[config.mk]
export PLATFORM = sky130hd
export DESIGN_NAME = bwe_walk
export DESIGN_NICKNAME = d
export VERILOG_FILES = /design/src/rtl/bwe_pkg.sv /design/src/rtl/bwe_walk.sv
export VERILOG_INCLUDE_DIRS = /design/src /design/src/rtl
export SDC_FILE = /design/constraint.sdc
export NUM_CORES = 1
export LEC_CHECK = 0
export ABC_AREA = 0
export BUFFER_PORTS_ARGS = -buffer_cell sky130_fd_sc_hd__buf_2
export CORE_ASPECT_RATIO = 0.5
export CORE_MARGIN = 2
export CORE_UTILIZATION = 60
export DETAILED_ROUTE_END_ITERATION = 16
export PLACE_DENSITY = 0.85
export REMOVE_ABC_BUFFERS = 1
export SLEW_MARGIN = 20
export SYNTH_ARGS = -nofsm -noshare
export SYNTH_HDL_FRONTEND = slang
export SYNTH_SLANG_ARGS = --single-unit
[constraint.sdc]
create_clock -name clock -period 22.5 [get_ports clock]
set_clock_uncertainty 0.15 [all_clocks]
set_input_delay 4.5 -clock clock [delete_from_list [all_inputs] [get_ports clock]]
set_output_delay 4.5 -clock clock [all_outputs]
set_load 0.005 [all_outputs]
[src/rtl/beam_waist_estimator_unit_assert.svh]
// Assertion macros shared by the beam waist estimator RTL.
`ifndef BEAM_WAIST_ESTIMATOR_UNIT_ASSERT_SVH
`define BEAM_WAIST_ESTIMATOR_UNIT_ASSERT_SVH

// Same-cycle implication, sampled on clock, off during reset.
`define BWE_ASSERT_NOW(lbl, ante, cons, msg) \
   lbl: assert property (@(posedge clock) disable iff (reset) (ante) |-> (cons)) \
      else $error(msg);

// Next-cycle implication, sampled on clock, off during reset.
`define BWE_ASSERT_NEXT(lbl, ante, cons, msg) \
   lbl: assert property (@(posedge clock) disable iff (reset) (ante) |=> (cons)) \
      else $error(msg);

`endif

[src/rtl/bwe_pkg.sv]
// Shared constants and types of the beam waist estimator.
`default_nettype none
package bwe_pkg;
   localparam int MAX_GRID_DEF    = 256;
   localparam int SAMPLE_BITS_DEF = 16;

   // e squared in unsigned Q3.16, rounded to nearest
   localparam int          E2_BITS = 19;
   localparam logic [18:0] E2_Q16  = 19'd484249;

   localparam int MAG_BITS      = 32;
   localparam int GRID_BITS     = 9;
   localparam int PITCH_BITS    = 16;
   localparam int COORD_BITS    = 8;
   localparam int WAIST_BITS    = 24;
   localparam int CSR_DATA_BITS = 16;
   localparam int CSR_IDX_BITS  = 1;

   localparam logic [0:0] CSR_GRID_SIZE    = 1'b0;
   localparam logic [0:0] CSR_SAMPLE_PITCH = 1'b1;

   localparam logic [8:0]  GRID_RESET  = 9'd256;
   localparam logic [15:0] PITCH_RESET = 16'd256;

   typedef enum logic [1:0] {DIR_UP, DIR_DOWN, DIR_LEFT, DIR_RIGHT} dir_type;

   typedef enum logic [2:0] {
      W_IDLE, W_SETUP, W_READ, W_MUL, W_CMP, W_NEXT, W_DONE
   } walk_state_type;

   typedef enum logic [2:0] {
      T_LOAD, T_DRAIN, T_HOLD, T_SEARCH, T_SCALE, T_EMIT
   } top_state_type;

   typedef struct packed {
      logic busy;
      logic done;
   } walk_status_type;
endpackage
`default_nettype wire

[src/rtl/bwe_walk.sv]
// Crossing search: one threshold compare unit stepped along four directions.
`default_nettype none
`include "beam_waist_estimator_unit_assert.svh"
module bwe_walk #(
   parameter int MAX_GRID = bwe_pkg::MAX_GRID_DEF
) (
   input  wire logic                                 clock,
   input  wire logic                                 reset,
   input  wire logic                                 start,
   input  wire logic [bwe_pkg::MAG_BITS-1:0]         peak,
   input  wire logic [$clog2(MAX_GRID*MAX_GRID)-1:0] pos,
   input  wire logic [$clog2(MAX_GRID)-1:0]          row,
   input  wire logic [$clog2(MAX_GRID)-1:0]          col,
   input  wire logic [$clog2(MAX_GRID+1)-1:0]        n,
   output logic [$clog2(MAX_GRID*MAX_GRID)-1:0]      rd_addr,
   input  wire logic [bwe_pkg::MAG_BITS-1:0]         rd_data,
   output bwe_pkg::walk_status_type                  status,
   output logic [$clog2(4*MAX_GRID)-1:0]             sum
);
   localparam int AW = $clog2(MAX_GRID*MAX_GRID);
   localparam int NW = $clog2(MAX_GRID+1);
   localparam int RW = $clog2(MAX_GRID);
   localparam int SW = $clog2(4*MAX_GRID);
   localparam int MB = bwe_pkg::MAG_BITS;
   localparam int PB = MB + bwe_pkg::E2_BITS;

   bwe_pkg::walk_state_type state_ff, state_in;
   bwe_pkg::dir_type        dir_ff;

   logic [MB-1:0] peak_ff;
   logic [AW-1:0] pos_ff, addr_ff, addr_step;
   logic [RW-1:0] row_ff, col_ff, j_ff, steps_ff, steps_sel;
   logic [NW-1:0] n_ff;
   logic [PB-1:0] prod_ff;
   logic [SW-1:0] sum_ff;
   logic          prev_ff;
   logic          below, hit, at_end;

   // steps available and address stride for the current direction
   always_comb begin
      case (dir_ff)
         bwe_pkg::DIR_UP: begin
            steps_sel = row_ff;
            addr_step = addr_ff - AW'(n_ff);
         end
         bwe_pkg::DIR_DOWN: begin
            steps_sel = RW'(n_ff - NW'(1) - NW'(row_ff));
            addr_step = addr_ff + AW'(n_ff);
         end
         bwe_pkg::DIR_LEFT: begin
            steps_sel = col_ff;
            addr_step = addr_ff - AW'(1);
         end
         default: begin
            steps_sel = RW'(n_ff - NW'(1) - NW'(col_ff));
            addr_step = addr_ff + AW'(1);
         end
      endcase
   end

   // threshold compare: m * e^2 <= peak * 2^16
   always_comb begin
      below  = prod_ff <= PB'({peak_ff, 16'b0});
      hit    = (j_ff != '0) && below && !prev_ff;
      at_end = j_ff == steps_ff;
   end

   // next state
   always_comb begin
      state_in = state_ff;
      case (state_ff)
         bwe_pkg::W_IDLE:  if (start) state_in = bwe_pkg::W_SETUP;
         bwe_pkg::W_SETUP: state_in = (steps_sel == '0) ? bwe_pkg::W_NEXT : bwe_pkg::W_READ;
         bwe_pkg::W_READ:  state_in = bwe_pkg::W_MUL;
         bwe_pkg::W_MUL:   state_in = bwe_pkg::W_CMP;
         bwe_pkg::W_CMP:   state_in = (hit || at_end) ? bwe_pkg::W_NEXT : bwe_pkg::W_READ;
         bwe_pkg::W_NEXT: begin
            state_in = (dir_ff == bwe_pkg::DIR_RIGHT) ? bwe_pkg::W_DONE : bwe_pkg::W_SETUP;
         end
         bwe_pkg::W_DONE:  state_in = bwe_pkg::W_IDLE;
         default:          state_in = bwe_pkg::W_IDLE;
      endcase
   end

   // outputs
   always_comb begin
      status.busy = state_ff != bwe_pkg::W_IDLE;
      status.done = state_ff == bwe_pkg::W_DONE;
      rd_addr     = addr_ff;
      sum         = sum_ff;
   end

   always_ff @(posedge clock) begin
      if (reset) begin
         state_ff <= bwe_pkg::W_IDLE;
         dir_ff   <= bwe_pkg::DIR_UP;
      end else begin
         state_ff <= state_in;
         if (state_ff == bwe_pkg::W_IDLE) begin
            dir_ff <= bwe_pkg::DIR_UP;
         end else if (state_ff == bwe_pkg::W_NEXT && dir_ff != bwe_pkg::DIR_RIGHT) begin
            dir_ff <= bwe_pkg::dir_type'(dir_ff + 2'd1);
         end
      end
   end

   // datapath
   always_ff @(posedge clock) begin
      case (state_ff)
         bwe_pkg::W_IDLE: begin
            if (start) begin
               peak_ff <= peak;
               pos_ff  <= pos;
               row_ff  <= row;
               col_ff  <= col;
               n_ff    <= n;
               sum_ff  <= '0;
            end
         end
         bwe_pkg::W_SETUP: begin
            steps_ff <= steps_sel;
            j_ff     <= '0;
            addr_ff  <= pos_ff;
         end
         bwe_pkg::W_MUL: begin
            prod_ff <= PB'(rd_data) * PB'(bwe_pkg::E2_Q16);
         end
         bwe_pkg::W_CMP: begin
            if (hit) begin
               sum_ff <= sum_ff + SW'(j_ff - RW'(1));
            end else if (at_end) begin
               sum_ff <= sum_ff + SW'(steps_ff - RW'(1));
            end else begin
               prev_ff <= below;
               j_ff    <= j_ff + RW'(1);
               addr_ff <= addr_step;
            end
         end
         default: begin
         end
      endcase
   end

   `BWE_ASSERT_NOW(a_start_idle, start, state_ff == bwe_pkg::W_IDLE, "walk started while busy")
   `BWE_ASSERT_NOW(a_done_last_dir, state_ff == bwe_pkg::W_DONE, dir_ff == bwe_pkg::DIR_RIGHT, "walk done before last direction")
   `BWE_ASSERT_NOW(a_step_bound, state_ff == bwe_pkg::W_READ, j_ff <= steps_ff, "walk stepped past the grid edge")
endmodule
`default_nettype wire

Word level (Yosys, flattened, before mapping)
Cells that the tools add are included.
Storage, ports and cells
  memory bits (read-only): 0
  input bits: 108
  memory bits (writable): 0
  output and inout bits: 28
  bits in latches: 0
  register bits: 172
  memories kept: 0
  logic and storage cells: 79
Operators by class
  add/sub/neg operators: 13
  shifts and indexed selects: 0
  reductions and logical operators: 17
  equal/unequal tests: 15
  multiply operators: 1
  bitwise logic cells: 2
  mux-type cells: 17
  divide/modulo/power cells: 0
  magnitude comparators: 1
Operators by type and width (count)
  51-bit by 48-bit <= comparator with 1-bit output: 1
  32-bit by 19-bit multiplier with 51-bit output, second input constant: 1
  16-bit one-hot mux with 3 select lines: 1
  16-bit 2-to-1 mux: 2
  16-bit one-hot mux with 2 select lines: 1
  10-bit 2-to-1 mux: 3
  8-bit one-hot mux with 3 select lines: 1
  10-bit adder: 2
  10-bit one-hot mux with 2 select lines: 1
  3-bit one-hot mux with 6 select lines: 1
  8-bit by 1-bit subtractor with 9-bit output, second input constant: 2
  16-bit by 1-bit adder with 16-bit output, second input constant: 1
  16-bit by 9-bit adder with 16-bit output: 1
  8-bit 2-to-1 mux: 2
  8-bit one-hot mux with 2 select lines: 1
  16-bit by 1-bit subtractor with 16-bit output, second input constant: 1
  16-bit by 9-bit subtractor with 16-bit output: 1
  8-bit subtractor: 2
  3-bit 2-to-1 mux: 4
  3-bit == test, second input constant: 3
  3-bit AND reduction: 3
  8-bit by 1-bit adder with 8-bit output, second input constant: 1
  8-bit == test: 1
  8-bit zero test: 1
  other kinds (19): 28

Longest topological paths before layout
  word-level depth: 6
  depth in mapped cells: 24
  mapped depth without buffers: 23

Worst setup path before layout
No wires, ideal clock.
  path kind: input to register
  from: input rd_data[13] (netlist bit)
  to: register prod_ff[48] (data pin)
  stages: 21
  path buffers: 1
  arrival time: 10.111 ns
  slack: 11.980 ns
  library setup time: 0.259 ns
  data required time: 22.091 ns
  cell sequence: inv_1 > fa_1 > fa_1 > fa_1 > inv_1 > fa_1 > fa_1 > inv_1 > fa_1 > inv_1 > ha_1 > buf_2 > nand4_2 > nor3_2 > nand2b_1 > a211o_1 > a211oi_2 > nor3_2 > o31ai_4 > nor4b_1 > a211o_1
On the way
  longest elaborated chain between the ends: 1
RTL lines
  start, declared: RTL line bwe_walk.sv:16  | input wire logic [bwe_pkg::MAG_BITS-1:0] rd_data,
  32-bit by 19-bit multiplier with 51-bit output: RTL line bwe_walk.sv:126  | prod_ff <= PB'(rd_data) * PB'(bwe_pkg::E2_Q16);
  end signal, assigned: RTL line bwe_walk.sv:126
  end, declared: RTL line bwe_walk.sv:34  | logic [PB-1:0] prod_ff;
No other way between the ends.
A chain may end at the register's enable or synchronous reset.

Worst setup path after layout
Same ends and word-level chain as after synthesis.

==> run metrics <==
vias per inst 5.44; Post-Syn Instances 1907; Sink Count 172; Worst setup SP type primary input; status complete, no violations; vias in the first global route 14200; Yosys Warn Count 0; FP Rows 46; port bufs 135; GRT overflow 0; Async S/R FF share, synth 0%; MaxCap Viol Count 0; clk_lat worst skew 430 ps; Routed WL 42.3 mm; hold endpoint rd_addr[3]$_DFFE_PP_; Max clock buf depth 2; layout cell share with drive strength beyond 1 9.62%; Worst Path Arrival 10720 ps; register area share after synthesis 26.3%; Final #Nets 2640; most frequent cells in the layout inv_1, ha_1, fa_1; crit end category register; Worst Hold Class reg2reg; DR iter-0 viols 962; reg2reg setup slack 16740 ps; drt wl/cell 17.1 um; Vert. Die Dim 131 um; core box area 0.0318 mm^2; # hold bufs at CTS 0; max-slew violation count 0; Seq cells post-synth 172; commonest non-fill, non-tap cell in the layout inv_1; worst-path cell chain buf_2 > inv_1 > fa_1 > fa_1 > fa_1 > inv_1 > fa_1 > fa_1 > inv_1 > fa_1 > inv_1 > ha_1 > nand2_1 > nor3_2 > nand2b_1 > a211o_1 > a211oi_2 > nor3_2 > o31ai_4 > nor4b_1 > a211o_1; Num CTS Buffers 17; final hold vios 0; CP Buf/Inv Count 5; largest area contributor in the netlist edfxtp_1; vias 13500; Crit Path Class in2reg; largest delay contributor family on the critical path adder cells; Placer Congestion 0.952; dominant cells by area after synthesis edfxtp_1, fa_1, ha_1, inv_1, xnor2_1; min-delay src pos_ff[3]$_DFFE_PP_; Period minus WS final 10680 ps; Crit-path slowest cell fa_1; Die ar. 0.0340 mm^2; Initial Util 61.2%; Reg-to-Reg Start peak_ff[25]$_DFFE_PP_; required time of the critical path 22540 ps; hpwl dp 35.5 mm; share of the synthesized area in the top cell type 25.8%; Max-slew headroom 27.2%; Pre-Repair DR Iteration Count 6; crit path max fanout 8; Clock Pin Slew Worst Setup and Hold Paths 70 ps; number of distinct library cells after synthesis 72; initial antenna violation count 1; crit-path most repeated cell fa_1; Period Utilization, post-route 47.5%; Post-synth EDFFs 167; FMAX 93.6 MHz; Total GRT Usage 25.8%; htree depth 4; Root Driver clkbuf_16; Mapped Area 0.0195 mm^2; top_reg_cell synth edfxtp_1; CP max stage delay 580 ps; IO Count 136; endpoints failing setup 0; RSZ-0062 raised after global routing false; Die X 259 um; Fill cells 2333; setup TNS 0 ps; Avg Inst Size Synth 10.2 um^2; first-pass GRT wire length 69.0 mm; Worst Hold Depth 2; DRT antenna net count 0; Post-CTS Setup Bufs 0; worst reg2reg path depth 21; Worst Tran Pin Value 1090 ps; largest net degree at the start of global routing 75; Remaining DRCs 0; Critical R2R Capture sum[9]$_SDFFCE_PP0P_; CTS tree done; Resized cells post-CTS 0; Area Growth Syn to Fin 8.85%
## how the worst max path moves through the flow
stage,depth (start not counted),startpoint,to
4_1_cts,21,rd_data[14],prod_ff[48]$_DFFE_PP_
5_1_grt,23,rd_data[2],prod_ff[48]$_DFFE_PP_
6_report,21,rd_data[13],prod_ff[48]$_DFFE_PP_
3_3_place_gp,21,rd_data[12],prod_ff[48]$_DFFE_PP_
3_5_place_dp,21,rd_data[14],prod_ff[48]$_DFFE_PP_
2_1_floorplan,20,rd_data[13],prod_ff[48]$_DFFE_PP_
## metal layers
metal / GRT usage (%) / share of wire [%] / vias to the layer above / wire length [um]
met5: 0 / 0 / - / 0
met4: 7.80 / 2.4 / 0 / 1000
met3: 6.60 / 7.3 / 76 / 3080
met2: 43.6 / 48 / 366 / 20300
met1: 32.7 / 42 / 6587 / 18000
li1: - / - / 6469 / -
## through the flow
step	hold WS, ps	utilization (%)	setup slack [ps]	cell area [um^2]	instances
2_1_floorplan	341	-	11990	19300	1878
3_3_place_gp	358	64.7	11560	20600	2447
3_5_place_dp	369	64.7	11350	20600	2447
4_1_cts	383	66.6	11840	21200	2479
5_1_grt	390	66.7	11520	21200	2480
6_report	380	66.7	11820	21200	2480
## worst min-delay path, delay by kind of cell, from the launching register on
family | cells | cell delay [ps]
DFF | 1 | 330
AOI/OAI and AO/OA | 1 | 60
and+or+nand+nor | 1 | 50
## final cells by class
class                           count  area (um^2)  area share [%]
Multi-Input combinational cell   1192        12300            58.1
Sequential cell                   172         5110            24.2
Inverter                          514         1930            9.11
Timing Repair Buffer              137          691            3.26
Tap cell                          432          541            2.55
Clock buffer                       17          425            2.01
Clock inverter                     15          176           0.833
Antenna cell                        1         2.50          0.0118
## cells in the mapped netlist, types with 3 or more instances
cell and count:
nand2b_1 15, o211a_1 3, xnor2_1 63, o21a_1 7
a21o_1 31, nor2b_1 17, buf_2 5, nor4b_1 6
nand3_1 22, a21boi_0 3, edfxtp_1 167, a31oi_1 6
a311oi_1 3, o21ai_0 51, a211oi_1 9, nand4_1 17
a211o_1 6, a21boi_1 3, o21ai_1 4, dfxtp_1 5
or2_2 3, clkbuf_1 22, or3_1 10, a22oi_1 8
nor2_1 74, nand2_1 73, nor4_1 8, o211ai_1 5
a31o_2 3, nand3b_1 3, fa_1 226, a221oi_1 6
a221o_1 3, mux2i_1 17, a21oi_1 88, inv_1 514
and2_1 4, and3_1 13, xor2_1 25, ha_1 272
o31ai_1 5, nor3_1 30, o21bai_1 12
## sequential cells by signal (all words and copies together), names as in the netlist
register / count
dir_ff: 2
steps_ff: 8
n_ff: 9
state_ff: 3
row_ff: 8
prod_ff: 51
col_ff: 8
sum: 10
rd_addr: 16
pos_ff: 16
peak_ff: 32
j_ff: 8
prev_ff: 1
## cells by family (layout without fill, tap and decap cells)
kind of cell,count (synthesis),after routing,synth area share [%]
flip-flops,172,172,26.3
adder cells (fa/ha/maj),498,498,40.7
AO/OA/AOI/OAI,274,274,9.24
multiplexers,19,19,0.990
other,0,1,0
buffers and inverters,543,683,10.5
AND/OR/NAND/NOR,313,313,8.22
XOR/XNOR,88,88,3.96
Power is left out: the tool's default activity adds up to more than one toggle a clock period on the data nets, which glitch-free logic cannot reach.
