$ cat src/rtl/beam_waist_estimator_unit_assert.svh
// Assertion macros shared by the beam waist estimator RTL.
`ifndef BEAM_WAIST_ESTIMATOR_UNIT_ASSERT_SVH
`define BEAM_WAIST_ESTIMATOR_UNIT_ASSERT_SVH

// Same-cycle implication, sampled on clock, off during reset.
`define BWE_ASSERT_NOW(lbl, ante, cons, msg) \
   lbl: assert property (@(posedge clock) disable iff (reset) (ante) |-> (cons)) \
      else $error(msg);

// Next-cycle implication, sampled on clock, off during reset.
`define BWE_ASSERT_NEXT(lbl, ante, cons, msg) \
   lbl: assert property (@(posedge clock) disable iff (reset) (ante) |=> (cons)) \
      else $error(msg);

`endif

$ cat src/rtl/bwe_pkg.sv
// Shared constants and types of the beam waist estimator.
`default_nettype none
package bwe_pkg;
   localparam int MAX_GRID_DEF    = 256;
   localparam int SAMPLE_BITS_DEF = 16;

   // e squared in unsigned Q3.16, rounded to nearest
   localparam int          E2_BITS = 19;
   localparam logic [18:0] E2_Q16  = 19'd484249;

   localparam int MAG_BITS      = 32;
   localparam int GRID_BITS     = 9;
   localparam int PITCH_BITS    = 16;
   localparam int COORD_BITS    = 8;
   localparam int WAIST_BITS    = 24;
   localparam int CSR_DATA_BITS = 16;
   localparam int CSR_IDX_BITS  = 1;

   localparam logic [0:0] CSR_GRID_SIZE    = 1'b0;
   localparam logic [0:0] CSR_SAMPLE_PITCH = 1'b1;

   localparam logic [8:0]  GRID_RESET  = 9'd256;
   localparam logic [15:0] PITCH_RESET = 16'd256;

   typedef enum logic [1:0] {DIR_UP, DIR_DOWN, DIR_LEFT, DIR_RIGHT} dir_type;

   typedef enum logic [2:0] {
      W_IDLE, W_SETUP, W_READ, W_MUL, W_CMP, W_NEXT, W_DONE
   } walk_state_type;

   typedef enum logic [2:0] {
      T_LOAD, T_DRAIN, T_HOLD, T_SEARCH, T_SCALE, T_EMIT
   } top_state_type;

   typedef struct packed {
      logic busy;
      logic done;
   } walk_status_type;
endpackage
`default_nettype wire

$ cat src/rtl/bwe_mag.sv
// Magnitude pipeline, frame counters and peak tracking of both fields.
`default_nettype none
module bwe_mag #(
   parameter int MAX_GRID    = bwe_pkg::MAX_GRID_DEF,
   parameter int SAMPLE_BITS = bwe_pkg::SAMPLE_BITS_DEF
) (
   input  wire logic                          clock,
   input  wire logic                          reset,
   input  wire logic                          accept,
   input  wire logic signed [SAMPLE_BITS-1:0] ex_real,
   input  wire logic signed [SAMPLE_BITS-1:0] ex_imag,
   input  wire logic signed [SAMPLE_BITS-1:0] ey_real,
   input  wire logic signed [SAMPLE_BITS-1:0] ey_imag,
   input  wire logic                          last_sample,
   input  wire logic [bwe_pkg::GRID_BITS-1:0] grid_size,
   input  wire logic                          peak_clear,
   output logic                               wr_en,
   output logic [$clog2(MAX_GRID*MAX_GRID)-1:0] wr_addr,
   output logic [bwe_pkg::MAG_BITS-1:0]       wr_x,
   output logic [bwe_pkg::MAG_BITS-1:0]       wr_y,
   output logic [bwe_pkg::MAG_BITS-1:0]       x_peak,
   output logic [bwe_pkg::MAG_BITS-1:0]       y_peak,
   output logic [$clog2(MAX_GRID*MAX_GRID)-1:0] x_pos,
   output logic [$clog2(MAX_GRID*MAX_GRID)-1:0] y_pos,
   output logic [$clog2(MAX_GRID)-1:0]        x_row,
   output logic [$clog2(MAX_GRID)-1:0]        x_col,
   output logic [$clog2(MAX_GRID)-1:0]        y_row,
   output logic [$clog2(MAX_GRID)-1:0]        y_col,
   output logic [$clog2(MAX_GRID+1)-1:0]      n
);
   localparam int AW   = $clog2(MAX_GRID*MAX_GRID);
   localparam int CW   = $clog2(MAX_GRID*MAX_GRID+1);
   localparam int NW   = $clog2(MAX_GRID+1);
   localparam int RW   = $clog2(MAX_GRID);
   localparam int MW   = 2*SAMPLE_BITS;
   localparam int SUMW = (MW+1 > 33) ? MW+1 : 33;
   localparam int MB   = bwe_pkg::MAG_BITS;

   logic [CW-1:0]   cnt_ff;
   logic [RW-1:0]   row_ff, col_ff;
   logic [NW-1:0]   n_ff, n_clamp, n_cur;
   logic [2*NW-1:0] nn_ff;
   logic            take;

   logic            s1_valid_ff;
   logic [MW-1:0]   sq_xr_ff, sq_xi_ff, sq_yr_ff, sq_yi_ff;
   logic [AW-1:0]   s1_pos_ff;
   logic [RW-1:0]   s1_row_ff, s1_col_ff;
   logic signed [MW-1:0] sq_xr, sq_xi, sq_yr, sq_yi;
   logic [SUMW-1:0] sum_x, sum_y;
   logic [MB-1:0]   mag_x, mag_y;

   logic [MB-1:0]   xpk_ff, ypk_ff;
   logic [AW-1:0]   xpos_ff, ypos_ff;
   logic [RW-1:0]   xrow_ff, xcol_ff, yrow_ff, ycol_ff;

   // grid size in use, clamped to [2, MAX_GRID]
   always_comb begin
      if (32'(grid_size) < 32'd2) begin
         n_clamp = NW'(2);
      end else if (32'(grid_size) > 32'(MAX_GRID)) begin
         n_clamp = NW'(MAX_GRID);
      end else begin
         n_clamp = NW'(grid_size);
      end
      n_cur = (cnt_ff == '0) ? n_clamp : n_ff;
      take  = (cnt_ff == '0) || ((2*NW)'(cnt_ff) < nn_ff);
   end

   // squares of the incoming sample
   assign sq_xr = ex_real * ex_real;
   assign sq_xi = ex_imag * ex_imag;
   assign sq_yr = ey_real * ey_real;
   assign sq_yi = ey_imag * ey_imag;

   // frame counters and stage one
   always_ff @(posedge clock) begin
      if (reset) begin
         cnt_ff      <= '0;
         row_ff      <= '0;
         col_ff      <= '0;
         n_ff        <= NW'(MAX_GRID);
         s1_valid_ff <= 1'b0;
      end else begin
         s1_valid_ff <= accept && take;
         if (accept) begin
            if (cnt_ff == '0) begin
               n_ff <= n_clamp;
            end
            if (take) begin
               cnt_ff <= cnt_ff + CW'(1);
               if (col_ff == RW'(n_cur - NW'(1))) begin
                  col_ff <= '0;
                  row_ff <= row_ff + RW'(1);
               end else begin
                  col_ff <= col_ff + RW'(1);
               end
            end
            if (last_sample) begin
               cnt_ff <= '0;
               row_ff <= '0;
               col_ff <= '0;
            end
         end
      end
   end

   always_ff @(posedge clock) begin
      nn_ff <= n_ff * n_ff;
      if (accept && take) begin
         sq_xr_ff  <= sq_xr;
         sq_xi_ff  <= sq_xi;
         sq_yr_ff  <= sq_yr;
         sq_yi_ff  <= sq_yi;
         s1_pos_ff <= cnt_ff[AW-1:0];
         s1_row_ff <= row_ff;
         s1_col_ff <= col_ff;
      end
   end

   // stage two: sum with saturation
   always_comb begin
      sum_x = SUMW'(sq_xr_ff) + SUMW'(sq_xi_ff);
      sum_y = SUMW'(sq_yr_ff) + SUMW'(sq_yi_ff);
      mag_x = (sum_x[SUMW-1:MB] != '0) ? '1 : sum_x[MB-1:0];
      mag_y = (sum_y[SUMW-1:MB] != '0) ? '1 : sum_y[MB-1:0];
   end

   // first strict peak of each field
   always_ff @(posedge clock) begin
      if (reset || peak_clear) begin
         xpk_ff  <= '0;
         ypk_ff  <= '0;
         xpos_ff <= '0;
         ypos_ff <= '0;
         xrow_ff <= '0;
         xcol_ff <= '0;
         yrow_ff <= '0;
         ycol_ff <= '0;
      end else if (s1_valid_ff) begin
         if (mag_x > xpk_ff) begin
            xpk_ff  <= mag_x;
            xpos_ff <= s1_pos_ff;
            xrow_ff <= s1_row_ff;
            xcol_ff <= s1_col_ff;
         end
         if (mag_y > ypk_ff) begin
            ypk_ff  <= mag_y;
            ypos_ff <= s1_pos_ff;
            yrow_ff <= s1_row_ff;
            ycol_ff <= s1_col_ff;
         end
      end
   end

   assign wr_en   = s1_valid_ff;
   assign wr_addr = s1_pos_ff;
   assign wr_x    = mag_x;
   assign wr_y    = mag_y;
   assign x_peak  = xpk_ff;
   assign y_peak  = ypk_ff;
   assign x_pos   = xpos_ff;
   assign y_pos   = ypos_ff;
   assign x_row   = xrow_ff;
   assign x_col   = xcol_ff;
   assign y_row   = yrow_ff;
   assign y_col   = ycol_ff;
   assign n       = n_ff;
endmodule
`default_nettype wire

$ cat config.mk
export PLATFORM = sky130hd
export DESIGN_NAME = bwe_mag
export DESIGN_NICKNAME = d
export VERILOG_FILES = /design/src/rtl/beam_waist_estimator_unit_assert.svh /design/src/rtl/bwe_pkg.sv /design/src/rtl/bwe_mag.sv
export SDC_FILE = /design/constraint.sdc
export NUM_CORES = 2
export LEC_CHECK = 0
export BUFFER_PORTS_ARGS = -buffer_cell sky130_fd_sc_hd__buf_2
export CORE_MARGIN = 3
export CORE_UTILIZATION = 45
export DETAILED_ROUTE_END_ITERATION = 16
export PLACE_DENSITY_LB_ADDON = 0.25
export SLEW_MARGIN = 10
export SYNTH_ARGS = -nofsm -noshare
export SYNTH_HDL_FRONTEND = slang
export SYNTH_SLANG_ARGS = --single-unit
$ cat constraint.sdc
create_clock -name clock -period 10.2 [get_ports clock]
set_input_delay 2.04 -clock clock [delete_from_list [all_inputs] [get_ports clock]]
set_output_delay 2.04 -clock clock [all_outputs]
set_load 0.005 [all_outputs]
-- Word-level counts from Yosys, hierarchy flattened
Cells that the tools add are included.
- register bits after elaboration: 349
- bits of input ports: 78
- output and inout port bits: 218
- logic and storage cells: 61
- add/subtract/negate cells: 6
- multiply operators: 5
- order comparisons: 5
- equal/unequal tests: 1
- muxes and demuxes: 13
- reduce and logical (&&, ||, !) cells: 10
- operator list (operator ; count):
    16-bit by 16-bit multiplier with 32-bit output ; 4
    32-bit by 32-bit adder with 33-bit output ; 2
    32-bit greater-than comparator ; 2
    32-bit 2-to-1 mux ; 2
    8-bit 2-to-1 mux ; 6
    17-bit 2-to-1 mux ; 2
    9-bit 2-to-1 mux ; 3
    17-bit by 18-bit < comparator with 1-bit output ; 1
    9-bit by 9-bit multiplier with 18-bit output ; 1
    17-bit by 1-bit adder with 17-bit output (second input constant) ; 1
    17-bit logical NOT ; 1
    8-bit by 1-bit adder with 8-bit output (second input constant) ; 2
    9-bit greater-than comparator (second input constant) ; 1
    9-bit by 2-bit < comparator with 1-bit output (second input constant) ; 1
    8-bit equality test ; 1
    8-bit by 1-bit subtractor with 8-bit output (second input constant) ; 1
    2-bit AND reduction ; 3
    2-bit nonzero test ; 2
    3-bit AND reduction ; 1
    1-bit logical OR ; 2
    1-bit logical AND ; 1

-- Longest topological paths before layout
- word-level depth: 9
- gate-level depth with buffers: 26
- gate-level depth less buffers: 25

-- Worst setup path after synthesis
OpenSTA, ideal clock, no wires.
- path type: input port to flip-flop
- start point: input accept
- end point: register cnt_ff[1]
- setup time: 0.092 ns
- arrival: 10.628 ns
- data required time: 10.108 ns
- path slack: -0.520 ns
- cell stages on the path: 4
- path buffers: 0
- path through: inv_1 a21oi_1 a32oi_1 nor2_1
- word-level cells in the longest chain between the ends: 1
- RTL lines (element ; line ; text):
    from (decl) ; bwe_mag.sv:9 ; input wire logic accept,
    2-bit AND reduction (no line) ; - ;
    to (signal assigned) ; bwe_mag.sv:91 ; cnt_ff <= cnt_ff + CW'(1);
    to (decl) ; bwe_mag.sv:39 ; logic [CW-1:0] cnt_ff;
No other way between the ends.
A chain may end at the register's enable or synchronous reset.

-- Worst setup path in the final report
- start point: input ey_real[15]
- end point: register sq_yr_ff[30] (data pin)
- word-level cells in the longest chain between the ends: 1
- RTL lines (element ; line ; text):
    from (decl) ; bwe_mag.sv:12 ; input wire logic signed [SAMPLE_BITS-1:0] ey_real,
    16-bit by 16-bit multiplier with 32-bit output ; bwe_mag.sv:73 ; assign sq_yr = ey_real * ey_real;
    net sq_yr[30] ; bwe_mag.sv:49 ; logic signed [MW-1:0] sq_xr, sq_xi, sq_yr, sq_yi;
    to (signal assigned) ; bwe_mag.sv:113 ; sq_yr_ff <= sq_yr;
    to (decl) ; bwe_mag.sv:46 ; logic [MW-1:0] sq_xr_ff, sq_xi_ff, sq_yr_ff, sq_yi_ff;
The timed path passes the listed nets, and every way through them passes these cells.

==> summary.md <==
| Metric | Value |
|---|---|
| Most frequent cells in the layout | `1441 x inv_1, 973 x fa_1, 535 x ha_1` |
| Setup TNS | `0 ns` |
| Tcrit/Tclk final | `81.0%` |
| Post-Syn Nets | `7297` |
| GRT overflow | `0` |
| I/O Pins | `296` |
| Async set or reset register ratio after synthesis | `0%` |
| H-tree levels | `2` |
| CP endpoint kind | `flop` |
| Tot GR Track Use | `between 20% and 30%` |
| Highest routing layer actually used | `met5` |
| Clk pin slew, worst setup/hold paths | `0.06 ns` |
| DR iter-0 viols | `2282` |
| CORE AREA | `119000 µm²` |
| Die Area | `124000 µm²` |
| Slew Limit Fails | `0` |
| Relative slew slack | `24.7%` |
| PortBufs | `295` |
| Footprint of the multi-input gates | `39500 µm²` |
| Fin crit period | `8.26 ns` |
| RSZ-0062 raised after global routing | `false` |
| Avg Cell Area, Syn | `9.45 µm²` |
| Via count | `approximately 38000` |
| Final hold vios | `0` |
| Area contributors post-synth | `fa_1 36%, ha_1 12%, inv_1 10%` |
| YS warnings | `0` |
| Largest net degree at the start of global routing | `between 70 and 80` |
| Tightest Pin Transition | `1.13 ns` |
| Row cnt | `about 130` |
| Worst-skew pair later-pin latency | `0.60 ns` |
| Post-CTS sizing | `0` |
| Cts hold-fix bufs | `0` |
| Outcome | `complete, no violations` |
| Max Cap Viol | `0` |
| Clock tree buffer depth | `3` |
| Mapped Cells | `5711` |
| Crit path max fanout | `18` |
| Post-DP HPWL | `~110 mm` |
| Area occupied by registers | `8450 µm²` |
| Met2 WL post-DR | `59.2 mm` |
| TritonCTS Sinks | `344` |
| Vias per cell | `approximately 5` |
| Vert. Die Dim | `352 µm` |
| DRT Wirelength | `133 mm` |
| Worst endpoint required time | `10.55 ns` |
| DRT antenna net count | `0` |
| Sequential fraction of the synthesis area | `15.6%` |
| Top FF cell, synth | `dfxtp_1` |
| First-pass GRT wire length | `219 mm` |
| Routed length per instance | `17.7 µm` |
| Post-CTS setup buffer count | `0` |
| Flop and latch count out of synthesis | `roughly 340` |
| Filler Cell Count | `11282` |
| Worst path arrival time | `about 8.6 ns` |
| Wire length on met1 | `between 60 and 70 mm` |
| Initial antenna violation count | `6` |
| Share of the synthesized area in the top cell type | `36.1%` |
| Hold WC Path Type | `flop to flop` |
| Synthesized cell area | `54000 µm²` |
| Area growth syn-to-layout | `8.18%` |
| Max Clock Freq | `121 MHz` |
| CP Launch Type | `input port` |
| Vias in the first global route | `a little over 40000` |
| Share of layout cells above drive strength 1 | `between 7 and 8%` |
| DIE WIDTH | `352 µm` |
| Wire length on met3 | `9.06 mm` |
| Setup CP Type | `input port to flop` |
| Leading area contributor after synthesis | `fa_1` |
| Clk root buf | `clkbuf_16` |
| Post-synth EDFFs | `156` |
| Unique masters post-synth | `77` |
| DR pass1 iterations | `5` |
| DRC viols | `0` |
| Starting Density | `45.5%` |
| Total CTS buffers | `41` |
| TritonCTS clock tree | `built` |
| Most common cell after layout, fill and taps aside | `inv_1` |
| RD Place Congestion | `0.892` |
| Nets | `7480` |
| # setup viols final | `0` |
| Skew final | `roughly 0.044 ns` |
## synth_stat cells, types with 6 or more instances
cell       count
inv_1       1441
fa_1         973
ha_1         535
nand2_1      417
nor2_1       298
a21oi_1      192
and2_1       191
dfxtp_1      188
xnor2_1      184
edfxtp_1     156
clkbuf_1     152
o21ai_0      138
a21o_1       105
xor2_1        91
nand3_1       74
nor3_1        52
mux2i_1       48
nand4_1       43
o21a_1        39
nor2b_1       38
nand2b_1      36
a211oi_1      35
o21bai_1      33
o211a_1       28
and3_1        25
a31oi_1       21
a31o_2        19
or2_2         14
or3_1         12
o2111ai_1      9
a21boi_0       8
and4_1         8
buf_2          8
o211ai_1       8
a311oi_1       6
buf_1          6
o31ai_1        6
## logic make-up (layout without fill, tap and decap cells)
| kind of cell | count (synthesis) | after routing | synth area share (%) |
|---|---|---|---|
| other | 0 | 3 | 0 |
| DFF | 344 | 344 | 15.6 |
| adders and majority gates | 1508 | 1508 | 48.5 |
| buffers and inverters | 1613 | 1828 | 11.3 |
| and+or+nand+nor | 1224 | 1224 | 10.7 |
| xor gates and xnor gates | 275 | 275 | 4.46 |
| AOI/OAI and AO/OA | 697 | 697 | 8.50 |
| muxes | 50 | 50 | 0.939 |
## layout make-up
cell class | count | share of cell area [%]
antenna | 3 | 0.0129
inverter | 1442 | 9.27
sequential | 344 | 14.5
clock inverter | 20 | 0.480
clock buffer | 55 | 1.99
tap | 1600 | 3.43
timing repair buffer | 311 | 2.73
multi-input combinational | 3754 | 67.6
## path summary, 6_finish.rpt
kind | end | cells past startpoint | slack [ns] | startpoint
setup / recovery | sq_yr_ff[30] | 18 | 1.94 | ey_real[15]
hold / removal | x_pos[15] | 2 | 0.47 | x_pos[15]
setup reg to reg | y_col[5] | 21 | 3.29 | sq_yr_ff[3]
hold reg to reg | x_pos[15] | 2 | 0.47 | x_pos[15]
## sequential cells by signal (all words and copies together) (netlist names), 9 cells and up
| name | count |
|---|---|
| sq_yi_ff | 31 |
| cnt_ff | 17 |
| wr_addr | 16 |
| nn_ff | 17 |
| y_pos | 16 |
| n | 9 |
| y_peak | 32 |
| sq_xi_ff | 31 |
| sq_xr_ff | 31 |
| x_peak | 32 |
| sq_yr_ff | 31 |
| x_pos | 16 |
## layer usage
metal	vias up	global-route usage, %
met5	-	0
met1	19204	32.2
met4	2	4.34
met2	952	34.4
met3	147	4.00
li1	18020	-
## worst max-delay path, cell delays in order
cell,delay [ns]
buf_2,0.31
inv_1,0.39
nor2_1,0.32
fa_1,0.60
fa_1,0.94
fa_1,0.54
fa_1,0.56
fa_1,0.43
fa_1,0.46
ha_1,0.36
a21o_1,0.18
a21oi_1,0.27
inv_1,0.09
or3_1,0.32
a311o_1,0.30
a31o_2,0.24
a21oi_1,0.17
xnor2_1,0.08
## stage by stage
step	instance area, µm²	hold slack (ns)	std cells	setup slack (ns)	util, %
2_1_floorplan	54000	0.401	5711	2.07	-
3_3_place_gp	57000	0.440	7451	1.53	48.0
3_5_place_dp	57000	0.443	7451	1.37	48.0
4_1_cts	58400	0.469	7526	2.03	49.3
5_1_grt	58400	0.483	7527	1.60	49.3
6_report	58400	0.474	7529	1.94	49.3
Power is not shown: default switching activity piles up to over one toggle a cycle in this logic, so the estimate is an artifact.
